## src/smid_pkg.sv

```systemverilog
package smid_pkg;

	localparam int CAPACITY    = 32;
	localparam int MAX_RESULTS = 32;
	localparam int CNT_W       = $clog2(CAPACITY + 1);
	localparam int IDX_W       = $clog2(CAPACITY);
	localparam int RES_W       = $clog2(MAX_RESULTS + 1);

	localparam logic [1:0] OP_INSERT = 2'd0;
	localparam logic [1:0] OP_DELETE = 2'd1;
	localparam logic [1:0] OP_DUMP   = 2'd2;

	localparam logic [1:0] ST_OK        = 2'd0;
	localparam logic [1:0] ST_FULL      = 2'd1;
	localparam logic [1:0] ST_NOT_FOUND = 2'd2;
	localparam logic [1:0] ST_EMPTY     = 2'd3;

	typedef struct packed {
		logic [1:0]         opcode;
		logic signed [31:0] value;
	} in_t;

	typedef struct packed {
		logic signed [31:0] out_value;
		logic [5:0]         count;
		logic [1:0]         status;
		logic               last;
	} out_t;

	typedef enum logic [2:0] {
		CELL_HOLD = 3'd0,
		CELL_LOAD = 3'd1,
		CELL_INS  = 3'd2,
		CELL_DEL  = 3'd3,
		CELL_ROT  = 3'd4
	} cell_op_t;

	typedef struct packed {
		cell_op_t           op;
		logic signed [31:0] value;
		logic [CNT_W-1:0]   count;
	} cell_ctl_t;

endpackage

```

## src/smid_cell.sv

```systemverilog
module smid_cell (
	input  logic                         clk,
	input  smid_pkg::cell_ctl_t          ctl,
	input  logic [smid_pkg::IDX_W-1:0]   idx,
	input  logic signed [31:0]           left_entry,
	input  logic                         left_ins,
	input  logic signed [31:0]           right_entry,
	input  logic signed [31:0]           head_entry,
	output logic signed [31:0]           entry,
	output logic                         ins_flag,
	output logic                         eq_flag
);

	logic signed [31:0] entry_q;
	logic               ins_q;
	logic               del_q;
	logic               eq_q;
	logic               occ;
	logic               at_cnt;
	logic               tail;

	assign occ    = smid_pkg::CNT_W'(idx) < ctl.count;
	assign at_cnt = smid_pkg::CNT_W'(idx) == ctl.count;
	assign tail   = smid_pkg::CNT_W'(idx) == (ctl.count - smid_pkg::CNT_W'(1));

	// flags are captured at the accept edge (CELL_LOAD); entries move on a later CELL_INS, CELL_DEL or CELL_ROT command
	always_ff @(posedge clk) begin
		unique case (ctl.op)
			smid_pkg::CELL_HOLD: begin
			end
			smid_pkg::CELL_LOAD: begin
				ins_q <= at_cnt || (occ && (ctl.value < entry_q));
				del_q <= occ && (ctl.value <= entry_q);
				eq_q  <= occ && (ctl.value == entry_q);
			end
			smid_pkg::CELL_INS: begin
				if (ins_q) begin
					entry_q <= left_ins ? left_entry : ctl.value;
				end
			end
			smid_pkg::CELL_DEL: begin
				if (del_q) begin
					entry_q <= right_entry;
				end
			end
			smid_pkg::CELL_ROT: begin
				entry_q <= tail ? head_entry : right_entry;
			end
			default: begin
			end
		endcase
	end

	assign entry    = entry_q;
	assign ins_flag = ins_q;
	assign eq_flag  = eq_q;

endmodule

```

## config.mk

```make
export PLATFORM = sky130hd
export DESIGN_NAME = smid_cell
export DESIGN_NICKNAME = d
export VERILOG_FILES = /design/src/smid_pkg.sv /design/src/smid_cell.sv
export SDC_FILE = /design/constraint.sdc
export NUM_CORES = 1
export LEC_CHECK = 0
export ABC_AREA = 0
export BUFFER_PORTS_ARGS = -buffer_cell sky130_fd_sc_hd__buf_2
export CORE_UTILIZATION = 45
export DETAILED_ROUTE_END_ITERATION = 6
export GPL_ROUTABILITY_DRIVEN = 0
export GPL_TIMING_DRIVEN = 0
export HOLD_SLACK_MARGIN = 0.08
export PLACE_DENSITY = 0.93
export SLEW_MARGIN = 20
export SYNTH_ARGS = -nofsm -noshare
export SYNTH_HDL_FRONTEND = slang
export SYNTH_SLANG_ARGS = --single-unit
```

## constraint.sdc

```tcl
create_clock -name clk -period 3.1 [get_ports clk]
set_clock_uncertainty 0.15 [all_clocks]
set_input_delay 0.155 -clock clk [delete_from_list [all_inputs] [get_ports clk]]
set_output_delay 0.155 -clock clk [all_outputs]
set_load 0.01 [all_outputs]
```

Word-level counts from Yosys, hierarchy flattened
Cells that the tools add are included.

$lt $le $gt $ge: 3. Eq/ne operators: 9. Multiplexer cells: 5. Reductions and logical operators: 6. $add $sub $neg: 1.

Operators with widths (number): two-way mux 32 bit (4); one-hot mux 32 bit (3 select lines) (1); == test 32 bit (1); <= comparator 32 bit (1); < comparator 32 bit (1); == test 5 x 6 -> 1 bit (2); == test 3 x 2 -> 1 bit (second input constant) (2); < comparator 5 x 6 -> 1 bit (1); subtractor 6 x 1 -> 6 bit (second input constant) (1); != test 2 bit (second input constant) (2); == test 3 x 1 -> 1 bit (second input constant) (1); == test 3 bit (second input constant) (1); logical AND 1 bit (3); AND reduction 3 bit (1); nonzero test 3 bit (1); logical OR 1 bit (1).

Output and inout port bits: 34. Logic and storage cells: 28. Bits in registers: 35. Input bits: 144.

Longest topological paths before layout
Gate-level depths: netlist of run 1.

Word-level depth: 4. Mapped depth: 10. Gate-level depth less buffers: 8.

Worst setup path after synthesis of run 1
No wires, ideal clock.

Path kind: register to register. From: register entry_q[17], in the netlist entry[17]. To: register del_q, data pin. Buffers on the path: 0. Setup time: 0.158 ns. Data required time: 2.792 ns. Stages on the path, launching flop included: 9. Period minus slack after synthesis: 2.421 ns. Data arrival time: 2.113 ns. Slack: 0.679 ns. Path through: edfxtp_1 > inv_1 > ha_1 > a21o_1 > a221o_1 > a221o_1 > or3_1 > nand4bb_1 > o211ai_1.

Longest elaborated chain between the ends: 2.

RTL lines: from (decl) (RTL line smid_cell.sv:14) `logic signed [31:0] entry_q;`; from (signal assigned) (RTL line smid_cell.sv:38) `entry_q <= left_ins ? left_entry : ctl.value;`; from (signal assigned) (RTL line smid_cell.sv:43) `entry_q <= right_entry;`; from (signal assigned) (RTL line smid_cell.sv:47) `entry_q <= tail ? head_entry : right_entry;`; <= comparator 32 bit (RTL line smid_cell.sv:33) `del_q <= occ && (ctl.value <= entry_q);`; logical AND 1 bit (RTL line smid_cell.sv:33); to (signal assigned) (RTL line smid_cell.sv:33); to (decl) (RTL line smid_cell.sv:16) `logic del_q;`.

Every way passes these cells. A chain may end at the register's enable or synchronous reset.

Final worst setup path of run 1
From: input ctl[1] in the netlist's numbering. To: register entry_q[17], in the netlist entry[17], data pin.

Longest elaborated chain between the ends: 4.

RTL lines: from (decl) (RTL line smid_cell.sv:3) `input smid_pkg::cell_ctl_t ctl,`; subtractor 6 x 1 -> 6 bit (RTL line smid_cell.sv:24) `assign tail = smid_pkg::CNT_W'(idx) == (ctl.count - smid_pkg::CNT_W'(1));`; == test 5 x 6 -> 1 bit (RTL line smid_cell.sv:24); two-way mux 32 bit (RTL line smid_cell.sv:47); one-hot mux 32 bit (3 select lines) (RTL line smid_cell.sv:28) `unique case (ctl.op)`.

Every way passes these cells.

==> results of run 1 <==
-- final timing paths --
check / to / depth (start not counted) / slack [ns] / start
max reg2reg: del_q / 8 / 0.54 / entry[17]
min reg2reg: eq_flag / 4 / 0.87 / entry[0]
min: ins_flag / 2 / 0.1 / ctl[40]
max: entry[17] / 11 / 0.39 / ctl[1]
-- cells by family after synthesis --
kind of cell / after synthesis / synth area share (%)
buffers and inverters: 53 / 7.62
multiplexers: 33 / 10.8
flip-flops: 35 / 34.4
AO/OA/AOI/OAI: 63 / 17.6
XOR/XNOR: 5 / 1.43
AND/OR/NAND/NOR: 80 / 12.6
adder cells (fa/ha/maj): 38 / 15.6
-- Yosys cell counts, drive strengths merged --
master and number:
nand3 7, a21boi 1, o21a 1, a21oi 10, a221o 34, o2111ai 1, xor2 3, nor2b 2
nand3b 1, clkbuf 5, o21ai 2, mux2i 33, nor2 39, nand2 9, a41o 1, a31oi 1
nand4bb 1, nor3b 1, o211ai 2, inv 39, a21o 6, and2 2, edfxtp 35, nor3 5
ha 38, or3 1, a211oi 2, o41ai 1, nand4 8, and4 3, and3 1, buf 9
xnor2 2, o31ai 1
-- registers in the layout, indices dropped and copies added (netlist names) --
name,cells
del_q,1
entry,32
eq_flag,1
ins_flag,1
-- stage by stage --
| step | hold WS [ns] | total power, W | util (%) | area (µm²) | setup WS [ns] |
|---|---|---|---|---|---|
| 3_5_place_dp | 0.308 | 0.00103 | 62.5 | 4030 | 0.536 |
| 6_report | 0.0994 | 0.00144 | 73.6 | 4750 | 0.389 |
| 2_1_floorplan | 0.219 | 0.000831 | - | 3050 | 0.679 |
| 5_1_grt | 0.115 | 0.00152 | 73.6 | 4750 | 0.238 |
| 4_1_cts | 0.0806 | 0.00143 | 73.5 | 4740 | 0.413 |
| 3_3_place_gp | 0.303 | 0.00101 | 62.4 | 4030 | 0.560 |
-- power by group through the flow --
stage | logic [W] | clock network (W) | registers (W)
6_report | 0.000544 | 0.000313 | 0.000582
2_1_floorplan | 0.000226 | 0 | 0.000605
4_1_cts | 0.000532 | 0.000319 | 0.000582
5_1_grt | 0.000599 | 0.000336 | 0.000586
3_5_place_dp | 0.000436 | 0 | 0.000592
3_3_place_gp | 0.000414 | 0 | 0.000591
-- per-layer routing --
layer / wire (µm) / vias to the layer above / GRT usage (%) / share of wire [%]
met4: 289 / 2 / 13.3 / 2.8
met3: 614 / 29 / 5.21 / 5.9
li1: - / 1656 / - / -
met1: 4040 / 1668 / 31.3 / 39
met2: 5410 / 157 / 56.6 / 52
met5: 12 / - / 0 / 0.12
-- cell type report --
| class | count | area [µm²] | area share [%] |
|---|---|---|---|
| clock buffers | 6 | 72.6 | 1.53 |
| multi-input cells | 219 | 1770 | 37.3 |
| flip-flops and latches | 35 | 1050 | 22.1 |
| repair buffers | 240 | 1520 | 32.0 |
| inverters | 39 | 146 | 3.08 |
| plain buffers | 14 | 86.3 | 1.82 |
| clock inverters | 2 | 7.51 | 0.158 |
| well taps | 77 | 96.3 | 2.03 |
==> out/metrics.yaml, run 1 <==
worst_setup_path:
  critical_path.endpoint_type: "flip-flop"
  crit_required_ns: 2.97
  cp_slowest_cell: "dlygate4sd3_1"
  crit_buf_inv: 4
  crit_path_cell_trace: "buf_2 -> inv_1 -> ha_1 -> and2_4 -> o21a_1 -> o31ai_1 -> and4_1 -> o21ai_1 -> buf_2 -> a221o_1 -> dlygate4sd3_1"
  crit_family: "buffers and inverters"
  crit_fanout: 10
  crit_type: "primary input to flip-flop"
  cp-start-kind: "primary input"
  crit_arrival_ns: 2.58
  critPathMostFrequentCell: "buf_2"
  max_stage_delay_ns: 0.58
clocking:
  cts_tree: "done"
  clk_latency_ns: 0.28
  htree_num_levels: 2
  path_clk_slew_ns: 0.07
  numCtsBuffers: 5
  cts_buffer_depth: 2
  cts_sinks: 35
  cts_root_buf: "clkbuf_8"
  cts-resized-gates: 0
  cts_setup_buffers: 0
  hold_buffers: 63
power:
  peakVddDrop_mv: 0.169
  p_leak_nw: 2.46
  seqPwrFrac_pct: 40.5
  clkPwrFrac_pct: 21.8
  switchingPower_w: 0.000424
  swShare_pct: 29.4
  power.internal_w: 0.00102
  powerDensity_nw_per_um2: 303
  combPwrFrac_pct: 37.8
timing:
  setup_viol: 0
  fin_crit_sh_pct: 87.5
  fmaxAchievable_ghz: 0.369
  worst_slew_pin_slew_ns: 0.808
  period_needed_ns: 2.71
  final.setup.tns_ns: 0
  final_max_slew_viol_count: 0
  rsz0062_at_grt: "no"
  finalHoldViolCount: 0
  relSlewSlack_pct: 45.9
detailed_routing:
  drt_iter0_drc: 139
  dr.pass1.iters: 7
  wirelength_um: 10400
  via_count: 3512
  wl_per_cell_um: 16.4
  post-route-drc-count: 12
  via_per_inst: 5.56
  antenna_left: 0
die:
  die_x_um: 84.4
  die_area_um2: 7120
  start_util_pct: 47.3
  die_h_um: 84.4
  rows: 29
  boundaryPins: 178
  core_area_um2: 6460
placed_design:
  port_buffers: 176
  placedCellCount: 560
  detailed_place_hpwl_um: 7380
global_routing:
  grt_max_degree: 33
  overflow: 0
  track_usage_pct: 29.5
  first_global_vias: 3756
  grt_antenna_before_repair: 1
  grt_pass1_wl_um: 16600
final_layout:
  nets: 736
  fillCellCount: 479
  mostFrequentLayoutCells: "buf_2, dlygate4sd3_1, inv_1, nor2_1, ha_1"
  syn2layout_area_growth_pct: 55.7
  final_common_cell: "buf_2"
  drive_above_1_share_pct: 34.6
  final_cells: 632
  diodes: 0
hold_path:
  hp-class: "primary input to flip-flop"
status:
  violations: "DRC"
  status: "finished with violations"
synth:
  ys_types: 40
  synth.avg_cell_area_um2: 9.95
  synth_top_area_share_pct: 34.4
  yosys.area.top_type: "edfxtp_1"
  syn_inst: 307
  synth-seq-cells: 35
  ys_top_cells_by_area: "edfxtp_1, ha_1, a221o_1"
  yosysWarnings: 0
  synthesis.area_um2: 3050
  syn_nets: 489
  ys_seq_area_share_pct: 34.4
job:
  drv_cap: 0
(Power assumes the default switching activity.)
==> run 2, diff against run 1 <==
--- a/config.mk
+++ b/config.mk
@@ -5,12 +5,10 @@
 export SDC_FILE = /design/constraint.sdc
 export NUM_CORES = 1
 export LEC_CHECK = 0
-export ABC_AREA = 0
 export BUFFER_PORTS_ARGS = -buffer_cell sky130_fd_sc_hd__buf_2
 export CORE_UTILIZATION = 45
 export DETAILED_ROUTE_END_ITERATION = 6
 export GPL_ROUTABILITY_DRIVEN = 0
-export GPL_TIMING_DRIVEN = 0
 export HOLD_SLACK_MARGIN = 0.08
 export PLACE_DENSITY = 0.93
 export SLEW_MARGIN = 20
==> constraint.sdc (replaced) <==
create_clock -name clk -period 3.1 [get_ports clk]
set_clock_uncertainty 0.15 [all_clocks]
set_input_delay 0 -clock clk [delete_from_list [all_inputs] [get_ports clk]]
set_output_delay 0 -clock clk [all_outputs]
set_load 0.01 [all_outputs]
==> run 2 against run 1 <==
The run still ends with DRC left. Core utilization fell by 0.35 points. Worst hold slack improved by 0.022 ns. Non-clock buffer count fell by 6. Via count fell by 1.1%. Register-to-register slack barely moved. Die area did not move. Sequential power barely moved. Total power rose by 0.33%. Design area fell by 0.47%. Fmax fell by 6.2%. Wire length fell by 0.39%. Largest cell class unchanged.
==> out/metrics.yaml, run 2 (synthesis gave the netlist of run 1 again) <==
status:
  status: "finished with violations"  # unchanged
  violations: "DRC"  # unchanged
die:
  core_area_um2: 6460  # unchanged
  die_x_um: 84.4  # unchanged
  die_h_um: 84.4  # unchanged
  rows: 29  # unchanged
  boundaryPins: 178  # unchanged
  die_area_um2: 7120  # unchanged
  start_util_pct: 47.3  # unchanged
detailed_routing:
  antenna_left: 0  # unchanged
  post-route-drc-count: 12  # unchanged
  wl_per_cell_um: 16.5  # was 16.4 µm
  via_per_inst: 5.56  # about the same
  wirelength_um: 10300  # was 10,400 µm
  via_count: 3475  # was 3,512
  dr.pass1.iters: 7  # unchanged
  drt_iter0_drc: 177  # was 139
placed_design:
  detailed_place_hpwl_um: 7320  # was 7380 µm
  port_buffers: 177  # was 176
power:
  powerDensity_nw_per_um2: 305  # was 303 nW/µm²
  peakVddDrop_mv: 0.243  # was 0.169 mV
  total_power_w: 0.00144  # about the same
  p_leak_nw: 2.45  # was 2.46 nW
final_layout:
  syn2layout_area_growth_pct: 54.9  # was 55.7%
  nets: 730  # was 736
  regArea_um2: 1050  # unchanged
  mostFrequentLayoutCells: "buf_2, dlygate4sd3_1, inv_1, nor2_1, ha_1"  # unchanged
  drive_above_1_share_pct: 34.9  # was 34.6%
  multi_input_area_um2: 1770  # about the same
  fillCellCount: 480  # was 479
  final_common_cell: "buf_2"  # unchanged
  diodes: 0  # unchanged
  largest_register_ffs: 32  # unchanged
clocking:
  numCtsBuffers: 5  # unchanged
  cts-resized-gates: 0  # unchanged
  path_clk_slew_ns: 0.07  # about the same
  htree_num_levels: 2  # unchanged
  cts_buffer_depth: 2  # unchanged
  clk_latency_ns: 0.28  # about the same
  cts_root_buf: "clkbuf_8"  # unchanged
  cts_tree: "done"  # unchanged
  cts_sinks: 35  # unchanged
timing:
  setup_viol: 0  # unchanged
  final.setup.tns_ns: 0  # unchanged
  final_max_slew_viol_count: 0  # unchanged
  rsz0062_at_grt: "no"  # unchanged
  fin_crit_sh_pct: 93.2  # was 87.5%
  period_needed_ns: 2.89  # was 2.71 ns
  fmaxAchievable_ghz: 0.346  # was 0.369 GHz
  relSlewSlack_pct: 28.9  # was 45.9%
  finalHoldViolCount: 0  # unchanged
  worst_slew_pin_slew_ns: 1.07  # was 0.808 ns
global_routing:
  grt_max_degree: 33  # unchanged
  grt_pass1_wl_um: 15900  # was 16,600 µm
  grt_antenna_before_repair: 0  # was 1
  first_global_vias: 3517  # was 3,756
  track_usage_pct: 28.4  # was 29.5%
  overflow: 0  # unchanged
worst_setup_path:
  crit_arrival_ns: 2.88  # was 2.58 ns
  r2r_cells: 8  # unchanged
  critical_path.endpoint_type: "flip-flop"  # unchanged
  cp-start-kind: "primary input"  # unchanged
  crit_required_ns: 3.09  # was 2.97 ns
  crit_fanout: 17  # was 10
  crit_type: "primary input to flip-flop"  # unchanged
hold_path:
  whs_path_depth: 4  # was 2
  hp-class: "primary input to flip-flop"  # unchanged
job:
  drv_cap: 0  # unchanged
==> run 2: changes by cell type in the layout (fill, tap and decap cells not counted) <==
cell	delta
clkbuf_1	-6
buf_4	+4
buf_6	-4
dlygate4sd3_1	+3
buf_1	-2
buf_2	-2
clkinv_1	-1
clkinv_2	+1
nand2_1	+1
nand2_2	-1
o21ai_1	-1
o21ai_2	+1
==> run 2: power by group <==
| group | leakage, nW | switching (W) | internal [W] |
|---|---|---|---|
| clock network | 0.0414 | 0.000163 | 0.000150 |
| registers | 0.328 | 0.0000148 | 0.000567 |
| logic | 2.08 | 0.000251 | 0.000299 |
| total | 2.45 | 0.000429 | 0.00102 |
==> run 2: cell type report <==
type | instances | share of cell area [%]
Timing Repair Buffer | 248 | 33.5
Clock inverter | 2 | 0.185
Tap cell | 77 | 2.04
Clock buffer | 5 | 1.45
Multi-Input combinational cell | 219 | 37.5
Inverter | 39 | 3.09
Sequential cell | 35 | 22.2
==> run 2: repair_timing <==
| action | CTS | global route |
|---|---|---|
| buffers inserted | 0 | 0 |
| endpoints found under the setup margin | 0 | 0 |
| hold buffers | 67 | 0 |
| endpoints found under the hold margin | 38 | 0 |
==> run 2: critical path, cell delays in order <==
cell	delay, ns
buf_2	0.11
inv_1	0.05
ha_1	0.20
and2_4	0.15
o21a_1	0.18
o31ai_1	0.19
and4_1	0.27
and3_1	0.61
buf_4	0.35
a221o_1	0.20
dlygate4sd3_1	0.57
==> run 2: final timing paths <==
check | endpoint | slack (ns) | start
worst max register to register | del_q | 0.55 | entry[17]
worst min-delay path | ins_flag | 0.12 | idx[4]
worst max-delay path | entry[27] | 0.21 | ctl[0]
worst min register to register | eq_flag | 0.86 | entry[0]
==> run 2: through the flow <==
| stage | util, % | std cells | worst slack (ns) | hold slack [ns] | cell area (µm²) |
|---|---|---|---|---|---|
| floorplan | - | 307 | 0.679 | 0.0642 | 3050 |
| global placement | 61.7 | 551 | 0.607 | 0.151 | 3980 |
| detailed placement | 61.7 | 551 | 0.519 | 0.153 | 3980 |
| CTS | 73.3 | 625 | 0.255 | 0.122 | 4730 |
| global route | 73.3 | 625 | 0.0496 | 0.156 | 4730 |
| finish | 73.3 | 625 | 0.210 | 0.122 | 4730 |
==> run 2: metal layers <==
layer	global-route usage, %	vias up	wire [µm]
li1	-	1648	-
met1	30.7	1612	3980
met2	55.2	187	5300
met3	5.01	28	760
met4	10.2	0	279
met5	0	-	0
==> run 3, diff against run 2 <==
--- a/config.mk
+++ b/config.mk
@@ -5,12 +5,13 @@
 export SDC_FILE = /design/constraint.sdc
 export NUM_CORES = 1
 export LEC_CHECK = 0
+export ABC_AREA = 1
 export BUFFER_PORTS_ARGS = -buffer_cell sky130_fd_sc_hd__buf_2
-export CORE_UTILIZATION = 45
+export CORE_UTILIZATION = 49
 export DETAILED_ROUTE_END_ITERATION = 6
 export GPL_ROUTABILITY_DRIVEN = 0
 export HOLD_SLACK_MARGIN = 0.08
-export PLACE_DENSITY = 0.93
+export PLACE_DENSITY = 0.94
 export SLEW_MARGIN = 20
 export SYNTH_ARGS = -nofsm -noshare
 export SYNTH_HDL_FRONTEND = slang
==> run 3 against run 2 <==
The run now ends clean. Setup slack lost 0.13 ns. First-iteration DRC count is 65% higher. Design area up 27%. Clock power rose by 6.4%. Clock-buffer cell count increased by 2. Core utilization is 3.9 points higher. Flip-flop and latch count stayed put. Critical path type unchanged. Highest routed layer unchanged.
==> out/metrics.yaml, run 3 <==
timing:
  rsz0062_at_grt: "no"  # unchanged
  final.setup.tns_ns: 0  # unchanged
  period_needed_ns: 3.02  # was 2.89 ns
  worst_slew_pin_slew_ns: 1.02  # was 1.07 ns
  setup_ws_ns: 0.0767  # was 0.210 ns
  fmaxAchievable_ghz: 0.331  # was 0.346 GHz
  final_max_slew_viol_count: 0  # unchanged
  finalHoldViolCount: 0  # unchanged
  fin_crit_sh_pct: 97.5  # was 93.2%
  setup_viol: 0  # unchanged
  relSlewSlack_pct: 32.1  # was 28.9%
final_layout:
  drive_above_1_share_pct: 22.4  # was 34.9%
  syn2layout_area_growth_pct: 51.4  # was 54.9%
  final_common_cell: "inv_1"  # was buf_2
  diodes: 0  # unchanged
  fillCellCount: 547  # was 480
  largest_register_ffs: 32  # unchanged
  regArea_um2: 1050  # unchanged
  final_area_um2: 6030  # was 4730 µm²
  utilization_pct: 77.2  # was 73.3%
  nets: 1065  # was 730
  mostFrequentLayoutCells: "inv_1, buf_2, nand2_1"  # was buf_2, dlygate4sd3_1, inv_1, nor2_1, ha_1
  multi_input_area_um2: 2140  # was 1770 µm²
synth:
  synthAdderAreaFrac_pct: 11.9  # was 15.6%
  synth_ff_type: "edfxtp_1"  # unchanged
  netlist_top_cells_count: "inv_1, nand2_1, nand3_1"  # was inv_1, nor2_1, ha_1
  synthesis.area_um2: 3980  # was 3050 µm²
  syn_nets: 800  # was 489
  ys_seq_area_share_pct: 26.4  # was 34.4%
  syn_inst: 618  # was 307
  synth_edf_count: 35  # unchanged
  yosys.area_share.simple_pct: 25.7  # was 12.6%
  synth-seq-cells: 35  # unchanged
  synth.avg_cell_area_um2: 6.44  # was 9.95 µm²
  yosys.cell_count.top_type: "inv_1"
  yosysWarnings: 0  # unchanged
  synth_xor_area_share_pct: 1.51  # was 1.43%
  synth_top_area_share_pct: 26.4  # was 34.4%
  yosys-mux-area-fraction_pct: 0.251  # was 10.8%
  ys_types: 28  # was 40
  yosys.area.top_type: "edfxtp_1"  # unchanged
  synth_compound_area_share_pct: 13.6  # was 17.6%
  synth_top_family_by_area: "simple AND/OR/NAND/NOR gates"  # was compound AO/OA/AOI/OAI gates
  synthArstFlopShare_pct: 0  # unchanged
  ys_top_cells_by_area: "edfxtp_1, inv_1, nand2_1"  # was edfxtp_1, ha_1, a221o_1
global_routing:
  grt_max_degree: 39  # was 33
  grt_antenna_before_repair: 0  # unchanged
  overflow: 0  # unchanged
  track_usage_pct: 33.4  # was 28.4%
  first_global_vias: 5150  # was 3,517
  grt_pass1_wl_um: 22500  # was 15,900 µm
die:
  start_util_pct: 51.0  # was 47.3%
  rows: 32  # was 29
  die_x_um: 92.1  # was 84.4 µm
  core_area_um2: 7810  # was 6460 µm²
  boundaryPins: 178  # unchanged
  die_h_um: 92.1  # was 84.4 µm
  die_area_um2: 8490  # was 7120 µm²
power:
  total_power_w: 0.00159  # was 0.00144 W
  p_leak_nw: 3.39  # was 2.45 nW
  powerDensity_nw_per_um2: 264  # was 305 nW/µm²
  peakVddDrop_mv: 0.178  # was 0.243 mV
clocking:
  path_clk_slew_ns: 0.08  # was 0.07 ns
  cts_buffer_depth: 2  # unchanged
  cts_sinks: 35  # unchanged
  numCtsBuffers: 5  # unchanged
  clk_latency_ns: 0.28  # about the same
  cts_tree: "done"  # unchanged
  cts_root_buf: "clkbuf_8"  # unchanged
  htree_num_levels: 2  # unchanged
hold_path:
  hp-class: "primary input to flip-flop"  # unchanged
worst_setup_path:
  crit_fanout: 20  # was 17
  crit_required_ns: 2.98  # was 3.09 ns
  crit_arrival_ns: 2.91  # was 2.88 ns
  crit_type: "primary input to flip-flop"  # unchanged
  critical_path.endpoint_type: "flip-flop"  # unchanged
  crit_buf_inv: 5  # was 4
  crit_path_cell_trace: "buf_2 -> nor2_2 -> nand2_2 -> xor2_2 -> inv_1 -> nand2_1 -> a21oi_4 -> buf_4 -> nand3_1 -> nand3_1 -> dlygate4sd3_1 -> nand2_1 -> dlygate4sd3_1"  # was buf_2 -> inv_1 -> ha_1 -> and2_4 -> o21a_1 -> o31ai_1 -> and4_1 -> and3_1 -> buf_4 -> a221o_1 -> dlygate4sd3_1
  crit_family: "buffers and inverters"  # unchanged
  max_stage_delay_ns: 0.59  # was 0.61 ns
  cp-start-kind: "primary input"  # unchanged
  cp_slowest_cell: "dlygate4sd3_1"  # was and3_1
placed_design:
  port_buffers: 177  # unchanged
  dpl-instance-area_um2: 4930  # was 3980 µm²
  detailed_place_hpwl_um: 8490  # was 7320 µm
  dpl_worst_slack_ns: 0.949  # was 0.519 ns
detailed_routing:
  drt_iter0_drc: 292  # was 177
  wirelength_um: 13900  # was 10,300 µm
  dr.pass1.iters: 5  # was 7
  antenna_left: 0  # unchanged
  via_count: 5128  # was 3,475
  post-route-drc-count: 0  # was 12
  via_per_inst: 5.20  # was 5.56
  wl_per_cell_um: 14.1  # was 16.5 µm
job:
  drv_cap: 0  # unchanged
status:
  status: "complete, no violations"  # was finished with violations
[run 3: cell type report]
| cell class | instances | area share [%] |
|---|---|---|
| Clock inverter | 1 | 0.0830 |
| Timing Repair Buffer | 283 | 32.1 |
| Tap cell | 102 | 2.12 |
| Clock buffer | 7 | 1.27 |
| Multi-Input combinational cell | 374 | 35.5 |
| Inverter | 184 | 11.5 |
| Sequential cell | 35 | 17.4 |
[run 3: where the power goes]
part | leakage, nW | internal (W) | total [W] | switching (W)
registers | 0.329 | 0.000567 | 0.000582 | 0.0000152
clock network | 0.0422 | 0.000158 | 0.000333 | 0.000175
logic | 3.01 | 0.000324 | 0.000675 | 0.000351
[run 3: worst register-to-register path, delay by kind of cell (launching register included)]
kind | cells | cell delay (ns)
AO/OA/AOI/OAI | 1 | 0.17
AND/OR/NAND/NOR | 8 | 0.81
flip-flops | 1 | 0.37
adder cells (fa/ha/maj) | 1 | 0.33
buffers and inverters | 1 | 0.05
[run 3: metrics by stage]
stage | cells | hold slack, ns
2_1_floorplan | 618 | 0.0781
3_3_place_gp | 878 | 0.206
3_5_place_dp | 878 | 0.205
4_1_cts | 986 | 0.185
5_1_grt | 986 | 0.236
6_report | 986 | 0.178
[run 3: per-layer routing]
layer	global-route usage, %	wire length (µm)	vias up	share of wire [%]
li1	-	-	2459	-
met1	35.4	5110	2292	37
met2	63.2	7130	316	51
met3	5.89	1140	61	8.2
met4	15.6	560	0	4.0
met5	0	0	-	0
[run 3: final timing paths]
check / start / to / slack, ns / cells after the start
setup / recovery: ctl[2] / entry[10] / 0.08 / 13
hold / removal: ctl[5] / eq_flag / 0.18 / 5
setup reg to reg: entry[31] / del_q / 0.99 / 11
hold reg to reg: entry[0] / eq_flag / 0.85 / 5
[run 3: kinds of logic after synthesis]
logic type | Yosys count
DFF | 35
AOI/OAI and AO/OA | 87
xor gates and xnor gates | 6
buffers and inverters | 209
adders and majority gates | 38
and+or+nand+nor | 242
muxes | 1
[run 3: repair_timing]
| action | in CTS | in global routing |
|---|---|---|
| endpoints found under the setup margin | 0 | 32 |
| setup buffers | 0 | 0 |
| hold buffers | 100 | 0 |
| hold endpoints to repair | 36 | 0 |
| gates resized for setup | 0 | 3 |
